===== src/multi_button_debounce_hold_unit_assert.svh =====
// Assertion macros for the multi-button debounce and hold unit.
// Expect signals named clk and rst_n in the scope where a macro is used.
`ifndef MULTI_BUTTON_DEBOUNCE_HOLD_UNIT_ASSERT_SVH
`define MULTI_BUTTON_DEBOUNCE_HOLD_UNIT_ASSERT_SVH

// same-cycle implication
`define MBDH_ASSERT_SAME(label, cond, prop) \
    label: assert property (@(posedge clk) disable iff (!rst_n) (cond) |-> (prop)) \
        else $error("mbdh: same-cycle check failed");

// next-cycle implication
`define MBDH_ASSERT_NEXT(label, cond, prop) \
    label: assert property (@(posedge clk) disable iff (!rst_n) (cond) |=> (prop)) \
        else $error("mbdh: next-cycle check failed");

`endif


===== src/mbdh_pkg.sv =====
// Shared types and constants for the multi-button debounce and hold unit.
// No dependencies.
package mbdh_pkg;

    localparam int PIN_COUNT       = 18;
    localparam int GROUP_BUTTONS   = 8;
    localparam int GROUP_JACKS     = 10;

    localparam int KIND_W          = 2;
    localparam int LEVEL_W         = 2;
    localparam int ID_W            = 5;
    localparam int CFG_IDX_W       = 3;
    localparam int CFG_DATA_W      = 18;
    localparam int CFG_BYTE_W      = 8;

    typedef logic [KIND_W-1:0]  kind_t;
    typedef logic [LEVEL_W-1:0] level_t;

    localparam kind_t KIND_TICK      = 2'd0;
    localparam kind_t KIND_GET_NEW   = 2'd1;
    localparam kind_t KIND_GET_STATE = 2'd2;
    localparam kind_t KIND_RANGE     = 2'd3;

    localparam level_t LVL_RELEASED  = 2'd0;
    localparam level_t LVL_PRESSED   = 2'd1;
    localparam level_t LVL_HELD      = 2'd2;

    localparam logic [CFG_IDX_W-1:0] REG_BUTTON_DEBOUNCE = 3'd0;
    localparam logic [CFG_IDX_W-1:0] REG_JACK_DEBOUNCE   = 3'd1;
    localparam logic [CFG_IDX_W-1:0] REG_SWITCH_DEBOUNCE = 3'd2;
    localparam logic [CFG_IDX_W-1:0] REG_HOLD_TICKS      = 3'd3;
    localparam logic [CFG_IDX_W-1:0] REG_HOLD_MASK       = 3'd4;

    localparam logic [CFG_BYTE_W-1:0] RST_BUTTON_DEBOUNCE = 8'd5;
    localparam logic [CFG_BYTE_W-1:0] RST_JACK_DEBOUNCE   = 8'd20;
    localparam logic [CFG_BYTE_W-1:0] RST_SWITCH_DEBOUNCE = 8'd10;
    localparam logic [CFG_BYTE_W-1:0] RST_HOLD_TICKS      = 8'd100;
    localparam logic [CFG_DATA_W-1:0] RST_HOLD_MASK       = 18'h000FF;

endpackage


===== src/multi_button_debounce_hold_unit.sv =====
// Multi-button debounce and hold unit: top level.
// Depends on mbdh_pkg and multi_button_debounce_hold_unit_assert.svh.
//
// Usage:
//   s_* channel takes one request per transaction. s_tuser is the kind
//   (tick, get next new event, get channel state, range query); s_tdata
//   carries the raw pin levels and the one-based channel select.
//   m_* channel returns exactly one result per request.
//   cfg_we/cfg_index/cfg_wdata write the timing registers; write only while idle.
//   Per-channel state lives in one synchronous RAM; each request walks its
//   entries one per cycle through a read, modify and write-back stage.
//   A tick walks every entry, a get-new query the first min(NUM_EVENT_CHANNELS,
//   NUM_CHANNELS), a get-state query only the selected one (none when the
//   select is zero or out of range), a range query those from zero-based index
//   NUM_EVENT_CHANNELS on. The next request is taken only after the result
//   has gone into the output register.
//   Reset clears all channel state at once through per-entry valid bits and
//   loads the register defaults; no clearing pass is needed.
//   A stalled result holds in the output register; the next request is still
//   accepted and worked, and its result waits until the output register frees.
module multi_button_debounce_hold_unit
    import mbdh_pkg::*;
#(
    parameter int NUM_CHANNELS       = 18,
    parameter int NUM_EVENT_CHANNELS = 10,
    parameter int TIMER_BITS         = 8
)
(
    input  logic                  clk,
    input  logic                  rst_n,

    input  logic                  s_tvalid,
    output logic                  s_tready,
    input  logic [23:0]           s_tdata,   // pins_n[17:0], button_select[22:18], zero pad
    input  logic [KIND_W-1:0]     s_tuser,   // kind[1:0]

    output logic                  m_tvalid,
    input  logic                  m_tready,
    output logic [7:0]            m_tdata,   // button_id[4:0], button_level[6:5], state_changed[7]

    input  logic                  cfg_we,
    input  logic [CFG_IDX_W-1:0]  cfg_index,
    input  logic [CFG_DATA_W-1:0] cfg_wdata
);

    localparam int AW    = $clog2(NUM_CHANNELS);
    localparam int EVT_N = (NUM_EVENT_CHANNELS < NUM_CHANNELS) ? NUM_EVENT_CHANNELS
                                                               : NUM_CHANNELS;
    localparam logic [AW-1:0] NC_LAST   = AW'(NUM_CHANNELS - 1);
    localparam logic [AW-1:0] EVT_LAST  = AW'(EVT_N - 1);
    localparam logic [AW-1:0] RNG_FIRST = AW'(NUM_EVENT_CHANNELS);
    localparam logic [6:0]    NC_COUNT  = 7'(NUM_CHANNELS);

    localparam logic [1:0] S_IDLE = 2'd0;
    localparam logic [1:0] S_SCAN = 2'd1;
    localparam logic [1:0] S_TAIL = 2'd2;
    localparam logic [1:0] S_DONE = 2'd3;

    typedef struct packed {
        logic                  sample;
        level_t                level;
        logic                  flag;
        logic [TIMER_BITS-1:0] dcount;
        logic [TIMER_BITS-1:0] hcount;
    } entry_t;

    // configuration registers
    logic [CFG_BYTE_W-1:0] button_debounce_reg;
    logic [CFG_BYTE_W-1:0] jack_debounce_reg;
    logic [CFG_BYTE_W-1:0] switch_debounce_reg;
    logic [CFG_BYTE_W-1:0] hold_ticks_reg;
    logic [CFG_DATA_W-1:0] hold_mask_reg;

    always_ff @(posedge clk or negedge rst_n)
    begin
        if (!rst_n)
        begin
            button_debounce_reg <= RST_BUTTON_DEBOUNCE;
            jack_debounce_reg   <= RST_JACK_DEBOUNCE;
            switch_debounce_reg <= RST_SWITCH_DEBOUNCE;
            hold_ticks_reg      <= RST_HOLD_TICKS;
            hold_mask_reg       <= RST_HOLD_MASK;
        end
        else if (cfg_we)
        begin
            case (cfg_index)
                REG_BUTTON_DEBOUNCE: button_debounce_reg <= cfg_wdata[CFG_BYTE_W-1:0];
                REG_JACK_DEBOUNCE:   jack_debounce_reg   <= cfg_wdata[CFG_BYTE_W-1:0];
                REG_SWITCH_DEBOUNCE: switch_debounce_reg <= cfg_wdata[CFG_BYTE_W-1:0];
                REG_HOLD_TICKS:      hold_ticks_reg      <= cfg_wdata[CFG_BYTE_W-1:0];
                REG_HOLD_MASK:       hold_mask_reg       <= cfg_wdata;
                default:             ;
            endcase
        end
    end

    // control and request registers
    logic [1:0]           state_reg, state_next;
    kind_t                kind_reg;
    logic [PIN_COUNT-1:0] pins_reg;
    logic [AW-1:0]        cur_reg, last_reg;
    logic                 p_valid_reg;
    logic [AW-1:0]        p_addr_reg;
    logic                 found_reg, found_next;
    logic                 multi_reg, multi_next;
    logic [ID_W-1:0]      res_id_reg, res_id_next;
    level_t               res_level_reg, res_level_next;
    logic                 res_chg_reg, res_chg_next;
    logic                 m_valid_reg;
    logic [7:0]           m_data_reg;

    logic                 accept;
    logic [ID_W-1:0]      sel;
    logic                 out_free;

    // state RAM with per-entry valid bits
    entry_t               mem [NUM_CHANNELS];
    entry_t               mem_q;
    logic [NUM_CHANNELS-1:0] valid_reg;
    logic                 rd_en;
    logic                 wr_en;
    entry_t               e_cur, e_new;

    // per-channel pin and hold-enable views
    logic [NUM_CHANNELS-1:0] pin_vec;
    logic [NUM_CHANNELS-1:0] hold_vec;

    for (genvar i = 0; i < NUM_CHANNELS; i++)
    begin : g_chan
        if (i < PIN_COUNT)
        begin : g_pin
            assign pin_vec[i]  = ~pins_reg[i];
            assign hold_vec[i] = hold_mask_reg[i];
        end
        else
        begin : g_nopin
            assign pin_vec[i]  = 1'b0;
            assign hold_vec[i] = 1'b0;
        end
    end

    assign s_tready = (state_reg == S_IDLE);
    assign accept   = s_tvalid && s_tready;
    assign sel      = s_tdata[22:18];
    assign out_free = !m_valid_reg || m_tready;
    assign rd_en    = (state_reg == S_SCAN);

    always_ff @(posedge clk)
    begin
        if (rd_en)
        begin
            mem_q <= mem[cur_reg];
        end
        if (wr_en)
        begin
            mem[p_addr_reg] <= e_new;
        end
    end

    always_ff @(posedge clk or negedge rst_n)
    begin
        if (!rst_n)
        begin
            valid_reg <= '0;
        end
        else if (wr_en)
        begin
            valid_reg[p_addr_reg] <= 1'b1;
        end
    end

    // read, modify and write back one entry
    logic [TIMER_BITS-1:0] db_load;
    logic [ID_W-1:0]       ch_id;
    logic                  pressed;

    always_comb
    begin
        e_cur          = valid_reg[p_addr_reg] ? mem_q : '0;
        e_new          = e_cur;
        wr_en          = 1'b0;
        found_next     = found_reg;
        multi_next     = multi_reg;
        res_id_next    = res_id_reg;
        res_level_next = res_level_reg;
        res_chg_next   = res_chg_reg;
        ch_id          = ID_W'({1'b0, p_addr_reg} + 1'b1);
        pressed        = pin_vec[p_addr_reg];
        if (p_addr_reg < AW'(GROUP_BUTTONS))
        begin
            db_load = TIMER_BITS'(button_debounce_reg);
        end
        else if (p_addr_reg < AW'(GROUP_JACKS))
        begin
            db_load = TIMER_BITS'(jack_debounce_reg);
        end
        else
        begin
            db_load = TIMER_BITS'(switch_debounce_reg);
        end
        if (p_valid_reg)
        begin
            case (kind_reg)
                KIND_TICK:
                begin
                    wr_en = 1'b1;
                    if (pressed == e_cur.sample)
                    begin
                        if (e_cur.dcount != '0)
                        begin
                            e_new.dcount = e_cur.dcount - 1'b1;
                            if (e_new.dcount == '0)
                            begin
                                e_new.level  = pressed ? LVL_PRESSED : LVL_RELEASED;
                                e_new.flag   = 1'b1;
                                e_new.hcount = TIMER_BITS'(hold_ticks_reg);
                                res_chg_next = 1'b1;
                            end
                        end
                    end
                    else
                    begin
                        e_new.dcount = db_load;
                    end
                    e_new.sample = pressed;
                    if (hold_vec[p_addr_reg] && e_new.level == LVL_PRESSED
                        && e_new.hcount != '0)
                    begin
                        e_new.hcount = e_new.hcount - 1'b1;
                        if (e_new.hcount == '0)
                        begin
                            e_new.level  = LVL_HELD;
                            e_new.flag   = 1'b1;
                            res_chg_next = 1'b1;
                        end
                    end
                end
                KIND_GET_NEW:
                begin
                    if (e_cur.flag && !found_reg)
                    begin
                        found_next     = 1'b1;
                        res_id_next    = ch_id;
                        res_level_next = e_cur.level;
                        e_new.flag     = 1'b0;
                        wr_en          = 1'b1;
                    end
                end
                KIND_GET_STATE:
                begin
                    res_level_next = e_cur.level;
                    e_new.flag     = 1'b0;
                    wr_en          = 1'b1;
                end
                KIND_RANGE:
                begin
                    if (e_cur.level == LVL_PRESSED)
                    begin
                        if (found_reg)
                        begin
                            multi_next = 1'b1;
                        end
                        else
                        begin
                            found_next  = 1'b1;
                            res_id_next = ch_id;
                        end
                    end
                end
                default: ;
            endcase
        end
    end

    // sequencer
    always_comb
    begin
        state_next = state_reg;
        case (state_reg)
            S_IDLE:
            begin
                if (accept)
                begin
                    case (s_tuser)
                        KIND_GET_STATE:
                            state_next = (sel != '0 && 7'(sel) <= NC_COUNT) ? S_SCAN : S_DONE;
                        KIND_RANGE:
                            state_next = (NUM_EVENT_CHANNELS < NUM_CHANNELS) ? S_SCAN : S_DONE;
                        default:
                            state_next = S_SCAN;
                    endcase
                end
            end
            S_SCAN:
            begin
                if (cur_reg == last_reg)
                begin
                    state_next = S_TAIL;
                end
            end
            S_TAIL:
            begin
                state_next = S_DONE;
            end
            S_DONE:
            begin
                if (out_free)
                begin
                    state_next = S_IDLE;
                end
            end
            default:
            begin
                state_next = S_IDLE;
            end
        endcase
    end

    always_ff @(posedge clk or negedge rst_n)
    begin
        if (!rst_n)
        begin
            state_reg   <= S_IDLE;
            p_valid_reg <= 1'b0;
            m_valid_reg <= 1'b0;
        end
        else
        begin
            state_reg   <= state_next;
            p_valid_reg <= rd_en;
            if (state_reg == S_DONE && out_free)
            begin
                m_valid_reg <= 1'b1;
            end
            else if (m_tready)
            begin
                m_valid_reg <= 1'b0;
            end
        end
    end

    always_ff @(posedge clk)
    begin
        if (accept)
        begin
            kind_reg      <= s_tuser;
            pins_reg      <= s_tdata[PIN_COUNT-1:0];
            found_reg     <= 1'b0;
            multi_reg     <= 1'b0;
            res_id_reg    <= '0;
            res_level_reg <= LVL_RELEASED;
            res_chg_reg   <= 1'b0;
            case (s_tuser)
                KIND_GET_NEW:
                begin
                    cur_reg  <= '0;
                    last_reg <= EVT_LAST;
                end
                KIND_GET_STATE:
                begin
                    cur_reg  <= AW'(sel - 1'b1);
                    last_reg <= AW'(sel - 1'b1);
                end
                KIND_RANGE:
                begin
                    cur_reg  <= RNG_FIRST;
                    last_reg <= NC_LAST;
                end
                default:
                begin
                    cur_reg  <= '0;
                    last_reg <= NC_LAST;
                end
            endcase
        end
        else
        begin
            found_reg     <= found_next;
            multi_reg     <= multi_next;
            res_id_reg    <= res_id_next;
            res_level_reg <= res_level_next;
            res_chg_reg   <= res_chg_next;
            if (rd_en)
            begin
                cur_reg <= cur_reg + 1'b1;
            end
        end
        if (rd_en)
        begin
            p_addr_reg <= cur_reg;
        end
        if (state_reg == S_DONE && out_free)
        begin
            m_data_reg <= {res_chg_reg, res_level_reg, multi_reg ? ID_W'(0) : res_id_reg};
        end
    end

    assign m_tvalid = m_valid_reg;
    assign m_tdata  = m_data_reg;

`include "multi_button_debounce_hold_unit_assert.svh"

    `MBDH_ASSERT_SAME(a_no_rw_overlap, rd_en && wr_en, cur_reg != p_addr_reg)
    `MBDH_ASSERT_SAME(a_write_in_walk, wr_en, state_reg == S_SCAN || state_reg == S_TAIL)
    `MBDH_ASSERT_SAME(a_level_code, m_valid_reg,
        m_data_reg[6:5] == LVL_RELEASED || m_data_reg[6:5] == LVL_PRESSED ||
        m_data_reg[6:5] == LVL_HELD)
    `MBDH_ASSERT_NEXT(a_result_from_done, state_reg == S_DONE && out_free,
        m_valid_reg && state_reg == S_IDLE)

endmodule

===== config.mk =====
export PLATFORM = sky130hd
export DESIGN_NAME = multi_button_debounce_hold_unit
export DESIGN_NICKNAME = d
export VERILOG_FILES = /design/src/mbdh_pkg.sv /design/src/multi_button_debounce_hold_unit.sv
export VERILOG_INCLUDE_DIRS = /design/src /design/src/src
export SDC_FILE = /design/constraint.sdc
export NUM_CORES = 1
export LEC_CHECK = 0
export BUFFER_PORTS_ARGS = -buffer_cell sky130_fd_sc_hd__buf_2
export CAP_MARGIN = 40
export CORE_MARGIN = 5
export CORE_UTILIZATION = 55
export CTS_CLUSTER_SIZE = 10
export DETAILED_ROUTE_END_ITERATION = 10
export PLACE_DENSITY_LB_ADDON = 0.12
export SYNTH_ARGS = -nofsm -noshare
export SYNTH_HDL_FRONTEND = slang
export SYNTH_SLANG_ARGS = --single-unit

===== constraint.sdc =====
create_clock -name clk -period 6.51 [get_ports clk]
set_input_delay 0.9765 -clock clk [delete_from_list [all_inputs] [get_ports clk]]
set_output_delay 0.9765 -clock clk [all_outputs]
set_load 0.01 [all_outputs]

==> reports/qor.csv <==
metric,value,unit
Global Route Usage Sum,22.2,%
Yosys cell types,77,
Synth Net Count,1298,
CTS resizes,0,
vias in the first global route,11400,
pin count of the biggest net entering global routing,105,
Syn-to-layout area delta,13.0,%
final wirelength,46.5,mm
CTS tree,yes,
worst skew pair latency,0.61,ns
port bufs,60,
FF-to-FF Start,p_addr_reg[1],
post-synthesis cell count,1227,
post-layout util,62.7,%
H-Tree Depth,2,
number of setup buffers added after CTS,0,
Critical Path End Type,register,
Storage cell area,0.0147,mm²
Synth area leader,edfxtp_1,
# fillers,2783,
Initial DRC Count,905,
GPL Wtd Cong,0.918,
R2R setup slack,0.93,ns
Synth Area in Compound Gates,4.71,%
total grt overflow,0,
Worst Max-Slew Pin Slew,0.956,ns
"Req. time, crit path",6.80,ns
hold buffer count at cts,0,
CTS Sinks,505,
first-pass GRT wire length,70.5,mm
Tcrit/Tclk final,85.6,%
"top cells by area, synth","edfxtp_1, mux4_2, dfrtp_1",
Max transition margin,36.2,%
Max Freq,179,MHz
"EDFF count, synth",423,
mux contribution to synthesized area,16.7,%
setup violators final,0,
"Seq/Total Area, Yosys",69.1,%
Inserted Clock Buffers,57,
Worst Skew,0.0284,ns
kind of critical path,register to register,
# rows,72,
R2R cell count,19,
pwr dens,429,mW/mm²
HP Class,input port to async pin,
Slew Limit Fails,0,
via count,11300,
Syn Std Cell Area,0.0213,mm²
Synth top area share,59.6,%
most numerous cell in the Yosys netlist,edfxtp_1,
drc violations,0,
XOR/XNOR share of the synthesized area,1.27,%
CP max FO,18,
final hold violation count,0,
initial antenna violation count,0,
Power Total,10.4,mW
RR Endpoint,mem[17][6],
maximum clock path buffer count,3,
Fin Setup TNS,0,ns
layout cells sized above 1,29.6,%
area of the multi-input gates,0.00632,mm²
drt first pass iters,6,
die area,0.0428,mm²
Final ANT Viol Nets,0,
Simple-Gate Fraction of Synth Area,5.60,%
Detailed Place HPWL,26.8,mm
status,"complete, no violations",
"Reg clk slew, reported paths",0.06,ns
Post-Synth Adder-Cell Area,1.11,%
Worst EP arrival,5.87,ns
Root Driver,clkbuf_16,
Seq cells post-synth,505,
Leakage Power,8.32,nW
Largest regs,"mem x360, mem_q x20",
vias per cell,6.03,
fin nets,1412,
Max IR drop VDD,0.000339,V
WL/cell,24.7,µm
startpoint types,register,
total core area,0.0385,mm²
Synth async-reset ratio,14.3,%
Largest Register,mem,
Die Y,207,µm
Ports,62,
syn avg cell area,17.4,µm²
# diodes,0,
Initial Utilization,55.4,%
ys flop type,edfxtp_1,
minimum clock period,5.58,ns
max FFs per register,360,
synth cell count leaders,"edfxtp_1, mux4_2, nor2_1",
RSZ-0062 raised after global routing,false,
synth warn,0,
die span in x,207,µm
largest family of logic cells by synthesized area,multiplexers,
max_cap viols,0,
-- cells by family after synthesis --
logic type | after synthesis
AOI/OAI and AO/OA | 149
muxes | 208
buffers and inverters | 78
xor gates and xnor gates | 28
and+or+nand+nor | 240
DFF | 505
adders and majority gates | 19
-- cell usage in the layout (no fill, tap or decap), types with 6 or more instances in the layout --
cell	synthesis	routed
a211oi_1	13	13
a21oi_1	49	49
and2_1	8	8
buf_2	4	60
buf_4	3	54
clkbuf_1	38	18
clkbuf_16	0	58
dfrtp_1	55	55
dfstp_2	17	17
dfxtp_1	10	10
edfxtp_1	423	423
ha_1	19	19
inv_1	16	16
mux2_2	54	54
mux2i_1	40	40
mux4_2	112	112
nand2_1	54	54
nand2b_1	9	9
nand3_1	18	18
nor2_1	81	63
nor2_2	3	21
nor2b_1	10	10
nor3_1	14	13
nor3b_1	6	6
nor4_1	7	7
o211ai_1	6	6
o21ai_0	15	15
o21bai_1	18	18
xnor2_1	13	13
xor2_1	13	13
-- how the worst max path moves through the flow --
stage	from	end	slack (ns)	depth (start not counted)
after floorplan	p_addr_reg[1]	mem[0][18]	0.59	22
final	p_addr_reg[1]	mem[17][6]	0.93	19
after CTS	p_addr_reg[1]	mem[15][1]	0.94	19
after global placement	p_addr_reg[1]	mem[14][0]	0.83	19
after detailed placement	p_addr_reg[1]	mem[15][1]	0.97	19
after global routing	p_addr_reg[1]	mem[4][6]	0.44	19
-- routing by layer --
metal	track usage (%)	vias up	share of wire (%)
met5	0	-	0
met1	31.8	5864	43
met3	3.02	77	5.3
met2	35.8	337	48
met4	7.39	0	3.0
li1	-	5070	-
-- metrics by stage --
stage               setup WS [ns]  hold slack, ns  std cells  cell area (µm²)
global placement            0.828           0.427       1790            22400
CTS                         0.942           0.262       1881            24100
finish                      0.934           0.291       1881            24100
global route                0.441           0.285       1881            24100
detailed placement          0.969           0.429       1800            22500
floorplan                   0.588           0.408       1227            21300
-- worst max-delay path, stage by stage, from the launching register on --
cell      delay, ns
edfxtp_1       0.41
buf_4          0.32
mux4_2         0.36
nand3_1        0.13
nand4_2        0.36
nand2_1        0.28
ha_1           0.22
xnor2_1        0.13
nand4b_1       0.24
nand2b_1       0.27
nor2_2         0.16
a21oi_1        0.16
ha_1           0.27
nor3b_1        0.15
a21boi_0       0.23
nand3_1        0.22
a21oi_2        0.31
o22ai_2        0.17
mux2_4         0.32
a21oi_2        0.53
-- report_power, final --
part / total (mW) / switching, mW / internal, mW
combinational: 3.10 / 1.73 / 1.37
sequential: 4.45 / 0.274 / 4.17
clock: 2.80 / 1.19 / 1.61
total: 10.4 / 3.20 / 7.15
-- layout make-up --
| type | instances | area share (%) |
|---|---|---|
| Multi-Input combinational cell | 644 | 26.2 |
| Inverter | 17 | 0.265 |
| Clock inverter | 5 | 0.317 |
| Clock buffer | 76 | 6.30 |
| Sequential cell | 505 | 61.1 |
| Timing Repair Buffer | 116 | 3.13 |
| Tap cell | 518 | 2.69 |
(Power assumes the default switching activity.)
